<file path="src/rtl/lfsc_pkg.sv">
// ----------------------------------------------------------------------------
// lfsc_pkg
// shared types, character constants and keyword tables for the lease file
// shape checker
// ----------------------------------------------------------------------------
package lfsc_pkg;

  // character codes
  localparam logic [7:0] CH_NL       = 8'h0A;
  localparam logic [7:0] CH_TAB      = 8'h09;
  localparam logic [7:0] CH_SPACE    = 8'h20;
  localparam logic [7:0] CH_PRINT_LO = 8'h20;
  localparam logic [7:0] CH_PRINT_HI = 8'h7E;
  localparam logic [7:0] CH_ZERO     = 8'h30;
  localparam logic [7:0] CH_NINE     = 8'h39;

  // token length bookkeeping
  localparam int unsigned TOK_LEN_W  = 4;
  localparam logic [TOK_LEN_W-1:0] LEN_SAT    = 4'd12;
  localparam logic [TOK_LEN_W-1:0] LEN_DUID   = 4'd4;
  localparam logic [TOK_LEN_W-1:0] LEN_VENDOR = 4'd11;
  localparam logic [TOK_LEN_W-1:0] LEN_AGENT  = 4'd10;

  // keyword candidate bits
  localparam int unsigned KW_DUID   = 0;
  localparam int unsigned KW_VENDOR = 1;
  localparam int unsigned KW_AGENT  = 2;
  localparam int unsigned KW_NUM    = 3;

  typedef enum logic [2:0] {
    PH_LEAD  = 3'b001,
    PH_TOKEN = 3'b010,
    PH_REST  = 3'b100
  } lfsc_phase_t;

  typedef struct packed {
    lfsc_phase_t          phase;
    logic [TOK_LEN_W-1:0] tok_len;
    logic                 all_digits;
    logic [KW_NUM-1:0]    cand;
  } lfsc_line_t;

  typedef struct packed {
    logic [7:0] data_byte;
    logic       end_marker;
  } lfsc_item_t;

  typedef struct packed {
    logic valid;
    logic file_valid;
  } lfsc_verdict_t;

  localparam lfsc_line_t LINE_CLEAR = '{
    phase:      PH_LEAD,
    tok_len:    '0,
    all_digits: 1'b1,
    cand:       {KW_NUM{1'b1}}
  };

  // keyword characters by position
  function automatic logic [7:0] duid_char(input logic [TOK_LEN_W-1:0] idx);
    logic [7:0] c;
    unique case (idx)
      4'd0:    c = "d";
      4'd1:    c = "u";
      4'd2:    c = "i";
      4'd3:    c = "d";
      default: c = 8'h00;
    endcase
    return c;
  endfunction

  function automatic logic [7:0] vendor_char(input logic [TOK_LEN_W-1:0] idx);
    logic [7:0] c;
    unique case (idx)
      4'd0:    c = "v";
      4'd1:    c = "e";
      4'd2:    c = "n";
      4'd3:    c = "d";
      4'd4:    c = "o";
      4'd5:    c = "r";
      4'd6:    c = "c";
      4'd7:    c = "l";
      4'd8:    c = "a";
      4'd9:    c = "s";
      4'd10:   c = "s";
      default: c = 8'h00;
    endcase
    return c;
  endfunction

  function automatic logic [7:0] agent_char(input logic [TOK_LEN_W-1:0] idx);
    logic [7:0] c;
    unique case (idx)
      4'd0:    c = "a";
      4'd1:    c = "g";
      4'd2:    c = "e";
      4'd3:    c = "n";
      4'd4:    c = "t";
      4'd5:    c = "-";
      4'd6:    c = "i";
      4'd7:    c = "n";
      4'd8:    c = "f";
      4'd9:    c = "o";
      default: c = 8'h00;
    endcase
    return c;
  endfunction

endpackage

</file>
<file path="src/rtl/lfsc_scan.sv">
// ----------------------------------------------------------------------------
// lfsc_scan
// line state and sticky failure flag, updated once per transaction
// ----------------------------------------------------------------------------
module lfsc_scan import lfsc_pkg::*; (
  input  logic          clk,
  input  logic          rst_n,
  input  logic          go,
  input  lfsc_item_t    item,
  output lfsc_verdict_t verdict
);

  lfsc_line_t        line_r, line_nxt;
  logic              failed_r, failed_nxt;
  lfsc_line_t        took;
  logic [7:0]        b;
  logic              in_token;
  logic              judge_ok;
  logic              blank;
  logic              bad_char;
  logic              is_digit;
  logic [KW_NUM-1:0] hit;

  assign b        = item.data_byte;
  assign in_token = (line_r.phase == PH_TOKEN);
  assign blank    = (b == CH_SPACE) || (b == CH_TAB);
  assign bad_char = (b != CH_TAB) && ((b < CH_PRINT_LO) || (b > CH_PRINT_HI));
  assign is_digit = (b >= CH_ZERO) && (b <= CH_NINE);

  // token passes as a number or as one of the keywords
  assign judge_ok = line_r.all_digits
                 || (line_r.cand[KW_DUID]   && (line_r.tok_len == LEN_DUID))
                 || (line_r.cand[KW_VENDOR] && (line_r.tok_len == LEN_VENDOR))
                 || (line_r.cand[KW_AGENT]  && (line_r.tok_len == LEN_AGENT));

  // keyword prefix match at the current position
  assign hit[KW_DUID]   = (line_r.tok_len < LEN_DUID)   && (duid_char(line_r.tok_len) == b);
  assign hit[KW_VENDOR] = (line_r.tok_len < LEN_VENDOR) && (vendor_char(line_r.tok_len) == b);
  assign hit[KW_AGENT]  = (line_r.tok_len < LEN_AGENT)  && (agent_char(line_r.tok_len) == b);

  always_comb begin
    took            = line_r;
    took.phase      = PH_TOKEN;
    took.all_digits = line_r.all_digits && is_digit;
    took.cand       = line_r.cand & hit;
    if (line_r.tok_len < LEN_SAT) begin
      took.tok_len = line_r.tok_len + 4'd1;
    end
  end

  always_comb begin
    line_nxt   = line_r;
    failed_nxt = failed_r;
    if (item.end_marker) begin
      line_nxt   = LINE_CLEAR;
      failed_nxt = 1'b0;
    end else if (b == CH_NL) begin
      if (in_token && !judge_ok) begin
        failed_nxt = 1'b1;
      end
      line_nxt = LINE_CLEAR;
    end else begin
      if (bad_char) begin
        failed_nxt = 1'b1;
      end
      unique case (line_r.phase)
        PH_LEAD: begin
          if (!blank) begin
            line_nxt = took;
          end
        end
        PH_TOKEN: begin
          if (blank) begin
            if (!judge_ok) begin
              failed_nxt = 1'b1;
            end
            line_nxt.phase = PH_REST;
          end else begin
            line_nxt = took;
          end
        end
        PH_REST: begin
        end
        default: begin
        end
      endcase
    end
  end

  always_ff @(posedge clk) begin
    if (!rst_n) begin
      line_r   <= LINE_CLEAR;
      failed_r <= 1'b0;
    end else if (go) begin
      line_r   <= line_nxt;
      failed_r <= failed_nxt;
    end
  end

  assign verdict.valid      = go && item.end_marker;
  assign verdict.file_valid = !(failed_r || (in_token && !judge_ok));

endmodule

</file>
<file path="config.mk">
export PLATFORM = sky130hd
export DESIGN_NAME = lfsc_scan
export DESIGN_NICKNAME = d
export VERILOG_FILES = /design/src/rtl/lfsc_pkg.sv /design/src/rtl/lfsc_scan.sv
export SDC_FILE = /design/constraint.sdc
export NUM_CORES = 1
export LEC_CHECK = 0
export BUFFER_PORTS_ARGS = -buffer_cell sky130_fd_sc_hd__buf_2
export CORE_UTILIZATION = 30
export CTS_CLUSTER_SIZE = 8
export DETAILED_ROUTE_END_ITERATION = 10
export SYNTH_ARGS = -nofsm -noshare
export SYNTH_HDL_FRONTEND = slang
export SYNTH_SLANG_ARGS = --single-unit
</file>
<file path="constraint.sdc">
create_clock -name clk -period 3.6 [get_ports clk]
set_input_delay 0.18 -clock clk [delete_from_list [all_inputs] [get_ports clk]]
set_output_delay 0.18 -clock clk [all_outputs]
set_load 0.1 [all_outputs]
</file>
==> flow_metrics.py, run 1 <==
metrics = {
    "yosys": {
        "syn-cell-area_um2": 1810,
        "synth_enable_flop_cells": 0,
        "synthFlopType": "dfxtp_1",
        "avgSynthCellArea_um2": 8.81,
        "ys_warn_count": 0,
        "synth_cell_type_count": 64,
        "synth-seq-cells": 25,
        "synth_cells": 206,
        "syn_nets": 229,
        "async_flop_share": 0,
        "ys_seq_area_frac": 0.276,
    },
    "clock_network": {
        "clock_path_buffers": 2,
        "ctsRootBufferMaster": "clkbuf_8",
        "clock-sinks": 25,
        "htreeDepth": 1,
        "cts_tree": "done",
        "ctsResizeCount": 0,
        "cts-hold-fix-buffers": 0,
        "clkTransAtPathRegs_ps": 90,
        "clock_latency_ps": 270,
        "numCtsBuffers": 3,
        "postCtsSetupBuffers": 0,
    },
    "drt": {
        "drcViolationCount": 0,
        "vias": 1472,
        "drt-initial-drc-count": 72,
        "dr.pass1.iters": 4,
        "ant_nets": 0,
        "vias_per_cell": 5.18,
        "drt_wl_total_mm": 3.95,
        "post_drt_wl_per_cell_um": 13.9,
    },
    "setup_path": {
        "critPathBufInv": 2,
        "worstSetupStartpointType": "flop",
        "r2r_setup_slack_ps": 1090,
        "crit_slowest_cell": "dfxtp_1",
        "cp_data_required_time_ps": 3790,
        "cp.arrival_ps": 2700,
        "crit_type": "reg -> reg",
        "endpoint_kind": "flop",
        "slowest_delay_ps": 500,
        "crit_fanout": 9,
        "crit_chain": "inv_1 > ha_1 > nand4_1 > a21boi_2 > inv_1 > ha_1 > mux2_1 > o22ai_1",
        "cp_top_family": "adder cells",
    },
    "cells_and_area": {
        "layout_common_cells": "dfxtp_1, nand2_1, o21ai_0, buf_2",
        "antenna_cells": 0,
        "synthToLayoutAreaGrowth_pct": 6.90,
        "drive_gt1_frac": 0.175,
        "layout_commonest_cell": "dfxtp_1",
        "nets": 236,
        "seqCellArea_um2": 500,
        "multi_input_area_um2": 1200,
        "fillers": 583,
    },
    "timing": {
        "finalHoldViolations": 0,
        "finalSetupTns_ps": 0,
        "min_period_over_period": 0.696,
        "setup_violations": 0,
        "timing.hold.ws_ps": 251,
        "finalClockSkew_ps": 10.5,
        "fin_crit_ps": 2510,
        "slew_headroom": 0.513,
        "fmax_mhz": 399,
        "finalMaxSlewViolations": 0,
        "rsz0062_at_grt": "no",
        "worstMarginPinSlew_ps": 724,
    },
    "outcome": {
        "status": "finished, final reports clean",
    },
    "pwr": {
        "peakVddDrop_mv": 0.136,
        "power_leakage_nw": 0.740,
        "p_per_area_nw_per_um2": 315,
    },
    "global_routing": {
        "grt_pass1_wl_mm": 6.53,
        "grt_max_degree": 16,
        "grt_pass1_vias": 1362,
        "grt_usage": 0.134,
        "overflow": 0,
        "antenna_found_initial": 0,
    },
    "floorplan": {
        "die_h_um": 79.8,
        "placementRows": 27,
        "die_x_um": 79.8,
        "coreArea_um2": 5680,
        "dieArea_um2": 6360,
        "io_pins": 14,
        "start_util": 0.320,
    },
    "placed_design": {
        "dp_hpwl_mm": 3.05,
        "gp_congestion": 0.837,
        "io_buffers": 13,
    },
    "job": {
        "maxCapViolations": 0,
    },
    "min_path": {
        "hold_path_class": "in -> reg",
    },
}
[synthesized netlist by cell type, types with 3 or more instances]
| master | instances | area share |
|---|---|---|
| nand3_1 | 6 | 0.017 |
| nor2_1 | 10 | 0.021 |
| nor3_1 | 5 | 0.014 |
| nor2b_1 | 5 | 0.017 |
| buf_2 | 4 | 0.011 |
| o21ai_0 | 13 | 0.036 |
| o22ai_1 | 3 | 0.010 |
| xnor2_1 | 11 | 0.053 |
| and3_1 | 5 | 0.017 |
| ha_1 | 11 | 0.076 |
| buf_6 | 3 | 0.019 |
| and2_1 | 4 | 0.014 |
| dfxtp_1 | 25 | 0.28 |
| mux2i_1 | 3 | 0.017 |
| a21oi_1 | 11 | 0.030 |
| nand2_1 | 16 | 0.033 |
| inv_1 | 9 | 0.019 |
| o21ai_1 | 4 | 0.011 |
[area by class of cell]
| cell class | instances | share of cell area |
|---|---|---|
| Sequential cell | 25 | 0.258 |
| Inverter | 10 | 0.0206 |
| Clock buffer | 3 | 0.0213 |
| Multi-Input combinational cell | 160 | 0.617 |
| Tap cell | 72 | 0.0465 |
| Timing Repair Buffer | 13 | 0.0335 |
| Clock inverter | 1 | 0.00258 |
[tightest hold or removal path, cell delays in order]
cell     delay, ps
buf_2          180
nand2_1         80
nor2_1          40
[stage by stage]
step	instance area [µm²]	total power, mW	cells	setup slack (ps)	util
floorplan	1810	0.424	206	1220	-
global placement	1890	0.451	280	1070	0.334
detailed placement	1890	0.453	280	965	0.334
CTS	1940	0.616	284	1090	0.342
global route	1940	0.644	284	879	0.342
finish	1940	0.610	284	1090	0.342
[per-layer routing]
layer  part of all wire  vias up  track usage
li1                   -      760            -
met1               0.50      683        0.176
met2               0.45       24        0.223
met3              0.033        5       0.0229
met4              0.013        0       0.0429
met5                  0        -            0
[power by group]
part,internal [mW],switching (mW),leakage (nW)
Sequential,0.292,0.0114,0.205
Combinational,0.0554,0.0878,0.510
Clock,0.0775,0.0862,0.0255
[cell families (layout without fill, tap and decap cells)]
family,count (synthesis),in the layout,share of synthesized area
AO/OA/AOI/OAI,62,62,0.264
XOR/XNOR,13,13,0.0628
adder cells (fa/ha/maj),11,11,0.0759
buffers and inverters,21,27,0.0641
flip-flops,25,25,0.276
multiplexers,5,5,0.0290
AND/OR/NAND/NOR,69,69,0.228
[final timing paths]
kind | from | to | depth (start not counted)
worst min register to register | line_r[2] | line_r[2] | 2
worst min-delay path | rst_n | line_r[10] | 3
worst max register to register | line_r[5] | flop | 8
worst max-delay path | line_r[5] | flop | 8
Power figures use the tool's default switching activity.
==> inputs of run 2 (changes only) <==
==> constraint.sdc (replaced) <==
create_clock -name clk -period 2.38 [get_ports clk]
set_input_delay 0.119 -clock clk [delete_from_list [all_inputs] [get_ports clk]]
set_output_delay 0.119 -clock clk [all_outputs]
set_load 0.1 [all_outputs]
==> flow_metrics.py, run 2 (synthesis results as in run 1) <==
metrics = {
    "outcome": {
        "status": "finished, final reports clean",
    },
    "clock_network": {
        "postCtsSetupBuffers": 0,
        "ctsRootBufferMaster": "clkbuf_8",
        "clkTransAtPathRegs_ps": 90,
        "cts-hold-fix-buffers": 0,
        "numCtsBuffers": 3,
        "clock_latency_ps": 270,
        "clock-sinks": 25,
        "clock_path_buffers": 2,
        "ctsResizeCount": 0,
        "cts_tree": "done",
        "htreeDepth": 1,
    },
    "timing": {
        "finalClockSkew_ps": 3.21,
        "rsz0062_at_grt": "no",
        "slew_headroom": 0.497,
        "fin_crit_ps": 2170,
        "finalMaxSlewViolations": 0,
        "setup_violations": 0,
        "setup_slack_ps": 214,
        "finalSetupTns_ps": 0,
        "min_period_over_period": 0.910,
        "worstMarginPinSlew_ps": 747,
        "fmax_mhz": 462,
        "finalHoldViolations": 0,
    },
    "drt": {
        "dr.pass1.iters": 4,
        "ant_nets": 0,
        "drt_wl_total_mm": 3.98,
        "post_drt_wl_per_cell_um": 13.6,
        "drcViolationCount": 0,
        "vias": 1514,
        "drt-initial-drc-count": 68,
        "vias_per_cell": 5.17,
    },
    "setup_path": {
        "crit_fanout": 6,
        "slowest_delay_ps": 420,
        "cp_data_required_time_ps": 2580,
        "endpoint_kind": "flop",
        "crit_chain": "xor2_1 > and3_1 > nand4_1 > a21boi_2 > inv_1 > ha_1 > mux2_1 > o22ai_1",
        "worstSetupStartpointType": "flop",
        "crit_slowest_cell": "dfxtp_1",
        "crit_type": "reg -> reg",
        "critPathBufInv": 1,
        "cp_top_family": "flip-flops",
        "cp.arrival_ps": 2360,
    },
    "global_routing": {
        "antenna_found_initial": 0,
        "grt_max_degree": 16,
        "overflow": 0,
        "grt_usage": 0.135,
        "grt_pass1_wl_mm": 6.65,
        "grt_pass1_vias": 1413,
    },
    "cells_and_area": {
        "layout.core_utilization": 0.354,
        "fillers": 594,
        "multi_input_area_um2": 1200,
        "layout_common_cells": "dfxtp_1, nand2_1, o21ai_0, buf_2",
        "antenna_cells": 0,
        "layout_commonest_cell": "dfxtp_1",
        "drive_gt1_frac": 0.208,
        "seqCellArea_um2": 500,
        "synthToLayoutAreaGrowth_pct": 10.8,
        "nets": 245,
    },
    "floorplan": {
        "coreArea_um2": 5680,
        "placementRows": 27,
        "io_pins": 14,
        "die_x_um": 79.8,
        "dieArea_um2": 6360,
        "start_util": 0.320,
        "die_h_um": 79.8,
    },
    "placed_design": {
        "io_buffers": 13,
        "post-place-ws_ps": 169,
        "dp_hpwl_mm": 3.16,
        "gp_congestion": 0.846,
    },
    "pwr": {
        "power_leakage_nw": 0.782,
        "p_total_mw": 0.937,
        "peakVddDrop_mv": 0.192,
        "p_per_area_nw_per_um2": 466,
    },
    "min_path": {
        "hold_path_class": "in -> reg",
    },
    "job": {
        "maxCapViolations": 0,
    },
}
## run 2: worst register-to-register path, stage by stage, from the launching register on
cell and delay (ps):
dfxtp_1 420, xor2_1 220, and3_1 220, nand4_1 170
a21boi_2 190, inv_1 90, ha_1 360, mux2_1 310
o22ai_1 110
## run 2: final timing paths
kind                            slack (ps)  cells after the start       from          to
worst max-delay path                   210                      8  line_r[9]        flop
worst min register to register         470                      2  line_r[2]   line_r[2]
worst min-delay path                   190                      3      rst_n  line_r[10]
worst max register to register         210                      8  line_r[9]        flop
## run 2: layout make-up
| class | count | area share |
|---|---|---|
| clock inverters | 1 | 0.00374 |
| flip-flops and latches | 25 | 0.249 |
| multi-input cells | 160 | 0.596 |
| well taps | 72 | 0.0448 |
| clock buffers | 3 | 0.0205 |
| repair buffers | 22 | 0.0660 |
| inverters | 10 | 0.0199 |
## run 2: metal layers
metal | track usage | wire length [µm] | vias up
li1 | - | - | 777
met1 | 0.181 | 2000 | 703
met2 | 0.217 | 1780 | 30
met3 | 0.0263 | 157 | 4
met4 | 0.0411 | 45 | 0
met5 | 0 | 0 | -
## run 2: report_power, final
part,switching [mW],internal [mW],total (mW)
logic,0.136,0.0922,0.228
clock network,0.134,0.118,0.252
registers,0.0151,0.442,0.457
total,0.284,0.652,0.937
## run 2: stage by stage
step	cell area (µm²)	instances	hold slack [ps]
finish	2010	293	188
global route	2010	293	185
CTS	2010	293	187
detailed placement	1960	289	463
global placement	1960	289	460
floorplan	1810	206	365
